`src/design/mm2_pkg.sv`:
```
// shared types, constants and helpers of the murmur2 stream hasher
// no dependencies
package mm2_pkg;

  localparam logic [31:0] MUL_K = 32'h5BD1E995;

  localparam int SH_WORD = 24;
  localparam int SH_M0A  = 13;
  localparam int SH_M0B  = 15;
  localparam int SH_M1A  = 18;
  localparam int SH_M1B  = 22;
  localparam int SH_M1C  = 17;
  localparam int SH_M1D  = 19;

  localparam int IN_TDATA_W = 72;

  typedef enum logic [1:0] {
    KIND_NONE = 2'd0,
    KIND_TAIL = 2'd1,
    KIND_FULL = 2'd2
  } kind_t;

  typedef struct packed {
    logic        mode;
    logic        first;
    logic        last;
    kind_t       kind;
    logic [2:0]  cnt;
    logic [30:0] len;
    logic [31:0] init;
    logic [31:0] word;
  } item_t;

  function automatic logic [31:0] swap_bytes(input logic [31:0] w);
    return {w[7:0], w[15:8], w[23:16], w[31:24]};
  endfunction

  function automatic logic [31:0] mul_k(input logic [31:0] a);
    return a * MUL_K;
  endfunction

endpackage

```
`src/design/mm2_front.sv`:
```
// front end: accepts stream items, classifies them and premixes full words
// depends on mm2_pkg
module mm2_front (
  input  logic                             clk,
  input  logic                             rst,
  input  logic [31:0]                      seed,
  input  logic                             hash_mode,
  input  logic                             s_tvalid,
  output logic                             s_tready,
  // data_word[31:0], byte_count[34:32], msg_length[65:35], zero fill
  input  logic [mm2_pkg::IN_TDATA_W-1:0]   s_tdata,
  input  logic                             s_tlast,
  output logic                             item_valid,
  input  logic                             item_ready,
  output mm2_pkg::item_t                   item
);
  import mm2_pkg::*;

  logic        accept;
  logic        en;
  logic [31:0] data;
  logic [2:0]  bc;
  logic [2:0]  cnt;
  logic [30:0] ml;
  kind_t       kind;
  logic [31:0] mask;
  logic [31:0] w;
  logic [31:0] x;
  logic        in_msg;
  logic        v1;
  logic        v2;
  item_t       s1;
  item_t       s1_mixed;
  item_t       s2;
  logic [31:0] p1;

  assign en       = !v2 || item_ready;
  assign s_tready = en;
  assign accept   = s_tvalid && s_tready;

  assign data = s_tdata[31:0];
  assign bc   = s_tdata[34:32];
  assign ml   = s_tdata[65:35];
  assign cnt  = (bc > 3'd4) ? 3'd4 : bc;

  always_comb begin
    case (cnt)
      3'd0:    kind = KIND_NONE;
      3'd4:    kind = KIND_FULL;
      default: kind = KIND_TAIL;
    endcase
    case (cnt)
      3'd1:    mask = 32'h0000_00FF;
      3'd2:    mask = 32'h0000_FFFF;
      3'd3:    mask = 32'h00FF_FFFF;
      default: mask = 32'hFFFF_FFFF;
    endcase
    if (kind == KIND_FULL) begin
      w = hash_mode ? swap_bytes(data) : data;
    end else begin
      w = data & mask;
    end
  end

  assign x = p1 ^ (p1 >> SH_WORD);

  always_comb begin
    s1_mixed = s1;
    if (s1.kind == KIND_FULL) begin
      s1_mixed.word = mul_k(x);
    end
  end

  always_ff @(posedge clk) begin
    if (rst) begin
      v1     <= 1'b0;
      v2     <= 1'b0;
      in_msg <= 1'b0;
    end else begin
      if (accept) begin
        in_msg <= !s_tlast;
      end
      if (en) begin
        v1 <= accept;
        v2 <= v1;
      end
    end
  end

  always_ff @(posedge clk) begin
    if (en) begin
      s1.mode  <= hash_mode;
      s1.first <= !in_msg;
      s1.last  <= s_tlast;
      s1.kind  <= kind;
      s1.cnt   <= cnt;
      s1.len   <= ml;
      s1.init  <= seed ^ {1'b0, ml};
      s1.word  <= w;
      p1       <= mul_k(w);
      s2       <= s1_mixed;
    end
  end

  assign item_valid = v2;
  assign item       = s2;

endmodule

```
`src/design/mm2_fifo.sv`:
```
// short register queue between front and back end
// depends on mm2_pkg
module mm2_fifo #(
  parameter int DEPTH = 4
) (
  input  logic           clk,
  input  logic           rst,
  input  logic           in_valid,
  output logic           in_ready,
  input  mm2_pkg::item_t in_data,
  output logic           out_valid,
  input  logic           out_ready,
  output mm2_pkg::item_t out_data
);
  import mm2_pkg::*;

  localparam int PTR_W = $clog2(DEPTH);
  localparam int CNT_W = $clog2(DEPTH + 1);

  item_t             mem [DEPTH];
  logic [PTR_W-1:0]  wr_ptr;
  logic [PTR_W-1:0]  rd_ptr;
  logic [CNT_W-1:0]  count;
  logic              push;
  logic              pop;

  assign in_ready  = count != CNT_W'(DEPTH);
  assign out_valid = count != '0;
  assign push      = in_valid && in_ready;
  assign pop       = out_valid && out_ready;
  assign out_data  = mem[rd_ptr];

  always_ff @(posedge clk) begin
    if (rst) begin
      wr_ptr <= '0;
      rd_ptr <= '0;
      count  <= '0;
    end else begin
      if (push) begin
        wr_ptr <= (wr_ptr == PTR_W'(DEPTH - 1)) ? '0 : wr_ptr + 1'b1;
      end
      if (pop) begin
        rd_ptr <= (rd_ptr == PTR_W'(DEPTH - 1)) ? '0 : rd_ptr + 1'b1;
      end
      if (push && !pop) begin
        count <= count + 1'b1;
      end else if (pop && !push) begin
        count <= count - 1'b1;
      end
    end
  end

  always_ff @(posedge clk) begin
    if (push) begin
      mem[wr_ptr] <= in_data;
    end
  end

  a_count_range: assert property (@(posedge clk) disable iff (rst)
    count <= CNT_W'(DEPTH))
    else $error("queue count out of range");

  a_count_up: assert property (@(posedge clk) disable iff (rst)
    push && !pop |=> count == $past(count) + 1'b1)
    else $error("queue count did not grow on push");

  a_count_down: assert property (@(posedge clk) disable iff (rst)
    pop && !push |=> count == $past(count) - 1'b1)
    else $error("queue count did not shrink on pop");

endmodule

```
`src/design/mm2_back.sv`:
```
// back end: hash state update per item and final avalanche with result register
// depends on mm2_pkg
module mm2_back (
  input  logic           clk,
  input  logic           rst,
  input  logic           q_valid,
  output logic           q_ready,
  input  mm2_pkg::item_t q_item,
  output logic           m_tvalid,
  input  logic           m_tready,
  // hash_value[63:0]
  output logic [63:0]    m_tdata,
  // length_mismatch[0]
  output logic [0:0]     m_tuser
);
  import mm2_pkg::*;

  typedef enum logic [5:0] {
    ST_RUN = 6'b000001,
    ST_M0  = 6'b000010,
    ST_M1  = 6'b000100,
    ST_M2  = 6'b001000,
    ST_M3  = 6'b010000,
    ST_M4  = 6'b100000
  } state_t;

  state_t      state;
  state_t      state_next;
  logic [31:0] h1;
  logic [31:0] h1_next;
  logic [31:0] h2;
  logic [31:0] h2_next;
  logic        parity;
  logic        parity_next;
  logic [31:0] bytes_seen;
  logic [31:0] bytes_next;
  logic [30:0] len;
  logic [30:0] len_next;
  logic        mism;
  logic        mism_next;
  logic        o_valid;
  logic [63:0] o_hash;
  logic [63:0] o_hash_next;
  logic        o_load;
  logic        o_free;
  logic        pop;
  logic [31:0] b1;
  logic [31:0] b2;
  logic [31:0] base;
  logic        par;
  logic        to_second;
  logic [32:0] sum;
  logic [31:0] mul_a;
  logic [31:0] prod;
  logic [31:0] upd;

  assign o_free  = !o_valid || m_tready;
  assign q_ready = state == ST_RUN;
  assign pop     = q_valid && q_ready;
  assign prod    = mul_k(mul_a);

  always_comb begin
    b1        = q_item.first ? q_item.init : h1;
    b2        = q_item.first ? 32'd0 : h2;
    par       = q_item.first ? 1'b0 : parity;
    to_second = q_item.mode && ((q_item.kind == KIND_TAIL) ||
                                ((q_item.kind == KIND_FULL) && par));
    base      = to_second ? b2 : b1;
    sum       = {1'b0, (q_item.first ? 32'd0 : bytes_seen)} + 33'(q_item.cnt);
    upd       = (q_item.kind == KIND_FULL) ? (prod ^ q_item.word) : prod;

    state_next  = state;
    h1_next     = h1;
    h2_next     = h2;
    parity_next = parity;
    bytes_next  = bytes_seen;
    len_next    = len;
    mism_next   = mism;
    o_load      = 1'b0;
    o_hash_next = o_hash;
    mul_a       = base;

    case (state)
      ST_RUN: begin
        mul_a = (q_item.kind == KIND_TAIL) ? (base ^ q_item.word) : base;
        if (pop) begin
          h1_next     = b1;
          h2_next     = b2;
          parity_next = par ^ (q_item.mode && (q_item.kind == KIND_FULL));
          bytes_next  = sum[32] ? 32'hFFFF_FFFF : sum[31:0];
          len_next    = q_item.first ? q_item.len : len;
          mism_next   = bytes_next != {1'b0, len_next};
          if (q_item.kind != KIND_NONE) begin
            if (to_second) begin
              h2_next = upd;
            end else begin
              h1_next = upd;
            end
          end
          if (q_item.last) begin
            state_next = q_item.mode ? ST_M1 : ST_M0;
          end
        end
      end
      ST_M0: begin
        mul_a       = h1 ^ (h1 >> SH_M0A);
        o_hash_next = {32'd0, prod ^ (prod >> SH_M0B)};
        if (o_free) begin
          o_load     = 1'b1;
          state_next = ST_RUN;
        end
      end
      ST_M1: begin
        mul_a      = h1 ^ (h2 >> SH_M1A);
        h1_next    = prod;
        state_next = ST_M2;
      end
      ST_M2: begin
        mul_a      = h2 ^ (h1 >> SH_M1B);
        h2_next    = prod;
        state_next = ST_M3;
      end
      ST_M3: begin
        mul_a      = h1 ^ (h2 >> SH_M1C);
        h1_next    = prod;
        state_next = ST_M4;
      end
      ST_M4: begin
        mul_a       = h2 ^ (h1 >> SH_M1D);
        o_hash_next = {h1, prod};
        if (o_free) begin
          o_load     = 1'b1;
          state_next = ST_RUN;
        end
      end
      default: begin
        state_next = ST_RUN;
      end
    endcase
  end

  always_ff @(posedge clk) begin
    if (rst) begin
      state   <= ST_RUN;
      o_valid <= 1'b0;
    end else begin
      state <= state_next;
      if (o_load) begin
        o_valid <= 1'b1;
      end else if (m_tready) begin
        o_valid <= 1'b0;
      end
    end
  end

  always_ff @(posedge clk) begin
    h1         <= h1_next;
    h2         <= h2_next;
    parity     <= parity_next;
    bytes_seen <= bytes_next;
    len        <= len_next;
    mism       <= mism_next;
    if (o_load) begin
      o_hash     <= o_hash_next;
      m_tuser[0] <= mism;
    end
  end

  assign m_tvalid = o_valid;
  assign m_tdata  = o_hash;

  a_last_finishes: assert property (@(posedge clk) disable iff (rst)
    pop && q_item.last |=> state != ST_RUN)
    else $error("last item did not start the final mix");

  a_mix_chain: assert property (@(posedge clk) disable iff (rst)
    state == ST_M1 |=> state == ST_M2)
    else $error("final mix sequence broken");

  a_hold_on_stall: assert property (@(posedge clk) disable iff (rst)
    (state == ST_M0 || state == ST_M4) && o_valid && !m_tready |=> state == $past(state))
    else $error("result overwritten while waiting");

endmodule

```
`src/design/murmur2_stream_hasher.sv`:
```
// top level of the murmur2 stream hasher: config registers, front, queue, back
// depends on mm2_pkg, mm2_front, mm2_fifo, mm2_back
//
// channel   direction  handshake          payload
// s_*       in         s_tvalid/s_tready  s_tdata (word, count, length), s_tlast
// m_*       out        m_tvalid/m_tready  m_tdata (hash), m_tuser (length mismatch)
// cfg_*     in         cfg_wr_en          cfg_addr, cfg_wdata
//
// one item per cycle enters while the queue has room; the back end updates the hash for each item
// through its single 32x32 multiplier, taking a new item only in its run state
// the last item starts the avalanche there: ST_M0 (mode 0) or ST_M1 to ST_M4 (mode 1)
// front premix pipeline registers s1 and s2, then the queue, then the result register
// synchronous reset clears control state only; no clearing pass
// either side may stall independently, the queue absorbs the difference
module murmur2_stream_hasher #(
  parameter int QUEUE_DEPTH = 4
) (
  input  logic                             clk,
  input  logic                             rst,
  input  logic                             cfg_wr_en,
  input  logic [0:0]                       cfg_addr,
  input  logic [31:0]                      cfg_wdata,
  input  logic                             s_tvalid,
  output logic                             s_tready,
  // data_word[31:0], byte_count[34:32], msg_length[65:35], zero fill
  input  logic [mm2_pkg::IN_TDATA_W-1:0]   s_tdata,
  // last_item
  input  logic                             s_tlast,
  output logic                             m_tvalid,
  input  logic                             m_tready,
  // hash_value[63:0]
  output logic [63:0]                      m_tdata,
  // length_mismatch[0]
  output logic [0:0]                       m_tuser
);
  import mm2_pkg::*;

  localparam logic [0:0] REG_SEED = 1'b0;
  localparam logic [0:0] REG_MODE = 1'b1;

  logic [31:0] seed;
  logic        hash_mode;
  logic        f_valid;
  logic        f_ready;
  item_t       f_item;
  logic        q_valid;
  logic        q_ready;
  item_t       q_item;

  always_ff @(posedge clk) begin
    if (rst) begin
      seed      <= 32'd0;
      hash_mode <= 1'b0;
    end else if (cfg_wr_en) begin
      case (cfg_addr)
        REG_SEED: seed      <= cfg_wdata;
        REG_MODE: hash_mode <= cfg_wdata[0];
        default:  seed      <= seed;
      endcase
    end
  end

  mm2_front u_front (
    .clk        (clk),
    .rst        (rst),
    .seed       (seed),
    .hash_mode  (hash_mode),
    .s_tvalid   (s_tvalid),
    .s_tready   (s_tready),
    .s_tdata    (s_tdata),
    .s_tlast    (s_tlast),
    .item_valid (f_valid),
    .item_ready (f_ready),
    .item       (f_item)
  );

  mm2_fifo #(
    .DEPTH (QUEUE_DEPTH)
  ) u_fifo (
    .clk       (clk),
    .rst       (rst),
    .in_valid  (f_valid),
    .in_ready  (f_ready),
    .in_data   (f_item),
    .out_valid (q_valid),
    .out_ready (q_ready),
    .out_data  (q_item)
  );

  mm2_back u_back (
    .clk      (clk),
    .rst      (rst),
    .q_valid  (q_valid),
    .q_ready  (q_ready),
    .q_item   (q_item),
    .m_tvalid (m_tvalid),
    .m_tready (m_tready),
    .m_tdata  (m_tdata),
    .m_tuser  (m_tuser)
  );

endmodule
```
`config.mk`:
```
export PLATFORM = sky130hd
export DESIGN_NAME = murmur2_stream_hasher
export DESIGN_NICKNAME = d
export VERILOG_FILES = /design/src/design/mm2_pkg.sv /design/src/design/mm2_front.sv /design/src/design/mm2_fifo.sv /design/src/design/mm2_back.sv /design/src/design/murmur2_stream_hasher.sv
export SDC_FILE = /design/constraint.sdc
export NUM_CORES = 2
export LEC_CHECK = 0
export ABC_AREA = 0
export BUFFER_PORTS_ARGS = -buffer_cell sky130_fd_sc_hd__buf_2
export CORE_MARGIN = 10
export CORE_UTILIZATION = 55
export DETAILED_ROUTE_END_ITERATION = 10
export GPL_TIMING_DRIVEN = 0
export HOLD_SLACK_MARGIN = 0.12
export MAX_ROUTING_LAYER = met4
export PLACE_DENSITY = 0.72
export SYNTH_ARGS = -nofsm -noshare
export SYNTH_HDL_FRONTEND = slang
export SYNTH_SLANG_ARGS = --single-unit
```
`constraint.sdc`:
```
create_clock -name clk -period 31.7 [get_ports clk]
set_input_delay 1.585 -clock clk [delete_from_list [all_inputs] [get_ports clk]]
set_output_delay 1.585 -clock clk [all_outputs]
set_load 0.005 [all_outputs]
```
==> flow_metrics.env <==
export IMPL_avgSynthCellArea_um2=12.0
export IMPL_fin_worst_skew_ns=0.0678
export IMPL_critPathRequiredTime_ns=32.07
export IMPL_stdcell_count=7260
export IMPL_path_clk_slew_ns=0.07
export IMPL_clockBufferDepth=3
export IMPL_drt_wl_total_mm=189
export IMPL_yosysWarnings=0
export IMPL_setup_violations=0
export IMPL_worst_slew_pin_slew_ns=1.55
export IMPL_cpMaxStageDelayCell="clkbuf_1"
export IMPL_path_common_cell="inv_1"
export IMPL_maxClockFrequency_mhz=72.4
export IMPL_syn_nets=6671
export IMPL_postCtsSetupBuffers=0
export IMPL_maxSlewHeadroom_pct=-4.31
export IMPL_criticalPathCategory="reg -> reg"
export IMPL_wl_per_cell_um=26.0
export IMPL_synth_edf_count=842
export IMPL_drive_gt1_share_pct=9.27
export IMPL_dp_cells=7084
export IMPL_postCtsHoldBufs=0
export IMPL_fin_tns_setup_ns=0
export IMPL_crit_arrival_ns=14.18
export IMPL_ctsHtreeMaxLevel=3
export IMPL_post_cts_resized=0
export IMPL_grt_pass1_vias=43200
export IMPL_synth_area_mm2=0.0643
export IMPL_holdWs_ns=0.410
export IMPL_clk_insertion_delay_late_ns=0.71
export IMPL_io_buffers=171
export IMPL_violations="max-capacitance violations, max-slew violations"
export IMPL_synth_cells=5358
export IMPL_via_per_inst=5.89
export IMPL_hpwl_mm=143
export IMPL_cp_end_kind="flop"
export IMPL_nets=6967
export IMPL_cts_tree="done"
export IMPL_synth_cell_type_count=88
export IMPL_grt_pass1_wl_mm=280
export IMPL_root_buffer="clkbuf_16"
export IMPL_hold_path_class="reg -> reg"
export IMPL_antenna_left=0
export IMPL_overflow=0
export IMPL_antenna_found_initial=5
export IMPL_die_area_mm2=0.131
export IMPL_drt_iter0_drc=4488
export IMPL_drc_errors=0
export IMPL_final_hold_violation_count=0
export IMPL_vias=42800
export IMPL_initial_utilization_pct=55.4
export IMPL_path_max_fanout=11
export IMPL_drv_cap=2
export IMPL_placed_cell_area_mm2=0.0678
export IMPL_drt_first_pass_iters=6
export IMPL_cts_sinks=894
export IMPL_gp_routability_congestion=1.04
export IMPL_cpPeakStageDelay_ns=0.86
export IMPL_track_usage_pct=29.7
export IMPL_synth_seq_cells=894
export IMPL_ioPinCount=178
export IMPL_die_w_um=362
export IMPL_slew_viol_final=13
export IMPL_core_region_area_mm2=0.116
export IMPL_final_min_period_over_clock_period_pct=43.6
export IMPL_synthFlopType="edfxtp_1"
export IMPL_grt_max_degree=126
export IMPL_status="finished with violations"
export IMPL_rows=125
export IMPL_synth_async_reset_ratio_pct=0
export IMPL_ys_seq_area_share_pct=41.0
export IMPL_rsz0062_at_grt="no"
export IMPL_final_area_mm2=0.0709
export IMPL_cts_buffers=91
export IMPL_cp_start_kind="flop"
export IMPL_chipHeight_um=362
export IMPL_area_delta_synth_final_pct=10.3
export IMPL_fin_crit_ns=13.81
## area by class of cell
type,count,area (µm²)
Multi-Input combinational cell,3251,33500
Clock inverter,60,746
Clock buffer,109,2390
Sequential cell,894,26300
Timing Repair Buffer,203,1420
Antenna cell,6,15.0
Tap cell,1524,1910
Buffer,158,622
Inverter,1055,3970
Fill cell,9109,45100
## kinds of logic (layout without fill, tap and decap cells)
kind of cell / after synthesis / in the layout / share of synthesized area [%]
AO/OA/AOI/OAI: 701 / 701 / 6.99
AND/OR/NAND/NOR: 861 / 861 / 6.07
buffers and inverters: 1213 / 1585 / 7.13
adder cells (fa/ha/maj): 1202 / 1202 / 29.8
other: 0 / 6 / 0
flip-flops: 894 / 894 / 41.0
XOR/XNOR: 307 / 307 / 4.27
multiplexers: 180 / 180 / 4.82
## per-stage QoR
step / setup slack (ns) / utilization (%)
5_1_grt: 17.64 / 61.1
6_report: 17.89 / 61.1
2_1_floorplan: 21.44 / -
3_5_place_dp: 18.26 / 58.4
4_1_cts: 18.10 / 61.1
3_3_place_gp: 17.35 / 57.8
## synthesized netlist by cell type, types with 59 or more instances
| library cell | number | share of area (%) |
|---|---|---|
| xnor2_1 | 192 | 2.6 |
| xor2_1 | 111 | 1.5 |
| mux2i_1 | 70 | 1.1 |
| o21ai_0 | 141 | 1.1 |
| edfxtp_1 | 842 | 39 |
| ha_1 | 657 | 13 |
| clkbuf_1 | 126 | 0.74 |
| mux4_2 | 103 | 3.6 |
| nand2_1 | 424 | 2.5 |
| nor2_1 | 161 | 0.94 |
| a21oi_1 | 243 | 1.9 |
| fa_1 | 545 | 17 |
| inv_1 | 1055 | 6.2 |
| and2_1 | 59 | 0.57 |
## worst paths after layout
check	depth (start not counted)	slack [ns]	endpoint	start
setup reg to reg	37	17.89	u_back.h2[27]	flop
hold / removal	0	0.41	u_front.item[96]	u_front.s1[96]
setup / recovery	37	17.89	u_back.h2[27]	flop
hold reg to reg	0	0.41	u_front.item[96]	u_front.s1[96]
## layout by cell type, fill, tap and decap left out, types with 20 or more instances in the layout
master and instances:
inv_1 1053, edfxtp_1 842, ha_1 657, fa_1 545, nand2_1 424, a21oi_1 237, xnor2_1 192, buf_2 187
nor2_1 150, clkbuf_1 139, o21ai_0 136, xor2_1 104, mux4_2 103, clkbuf_16 91, mux2i_1 70, nor3_1 56
and2_1 55, dfxtp_1 52, a21o_1 37, nand3_1 34, o22ai_1 33, a22oi_1 27, a221o_1 24, a31oi_1 24
nand2b_1 20
## worst max-delay path, delay by kind of cell, from the launching register on
kind,cells,cell delay [ns]
muxes,2,1.11
DFF,1,0.32
AOI/OAI and AO/OA,11,2.92
buffers and inverters,14,4.50
xor gates and xnor gates,1,0.71
adders and majority gates,9,3.89
## routing by layer
layer  global-route usage [%]  wire [µm]
met2                     45.8      87200
met1                     39.0      75800
met4                     13.1       9890
met5                        -          0
met3                     4.78      16200
## state kept, by name, indices dropped and copies added, names as in the netlist, 2 cells and up, named ones only
signal and count:
u_back.h1 32, u_fifo.wr_ptr 2, u_front.item 103, u_back.h2 32, seed 32, u_back.m_tdata 64, u_front.p1 32, u_back.len 31
u_front.s1 101, u_back.bytes_seen 32, u_fifo.mem 412, u_fifo.count 3, u_fifo.rd_ptr 2, u_back.state 6
Power is not shown: default switching activity piles up to over one toggle a cycle in this logic, so the estimate is an artifact.
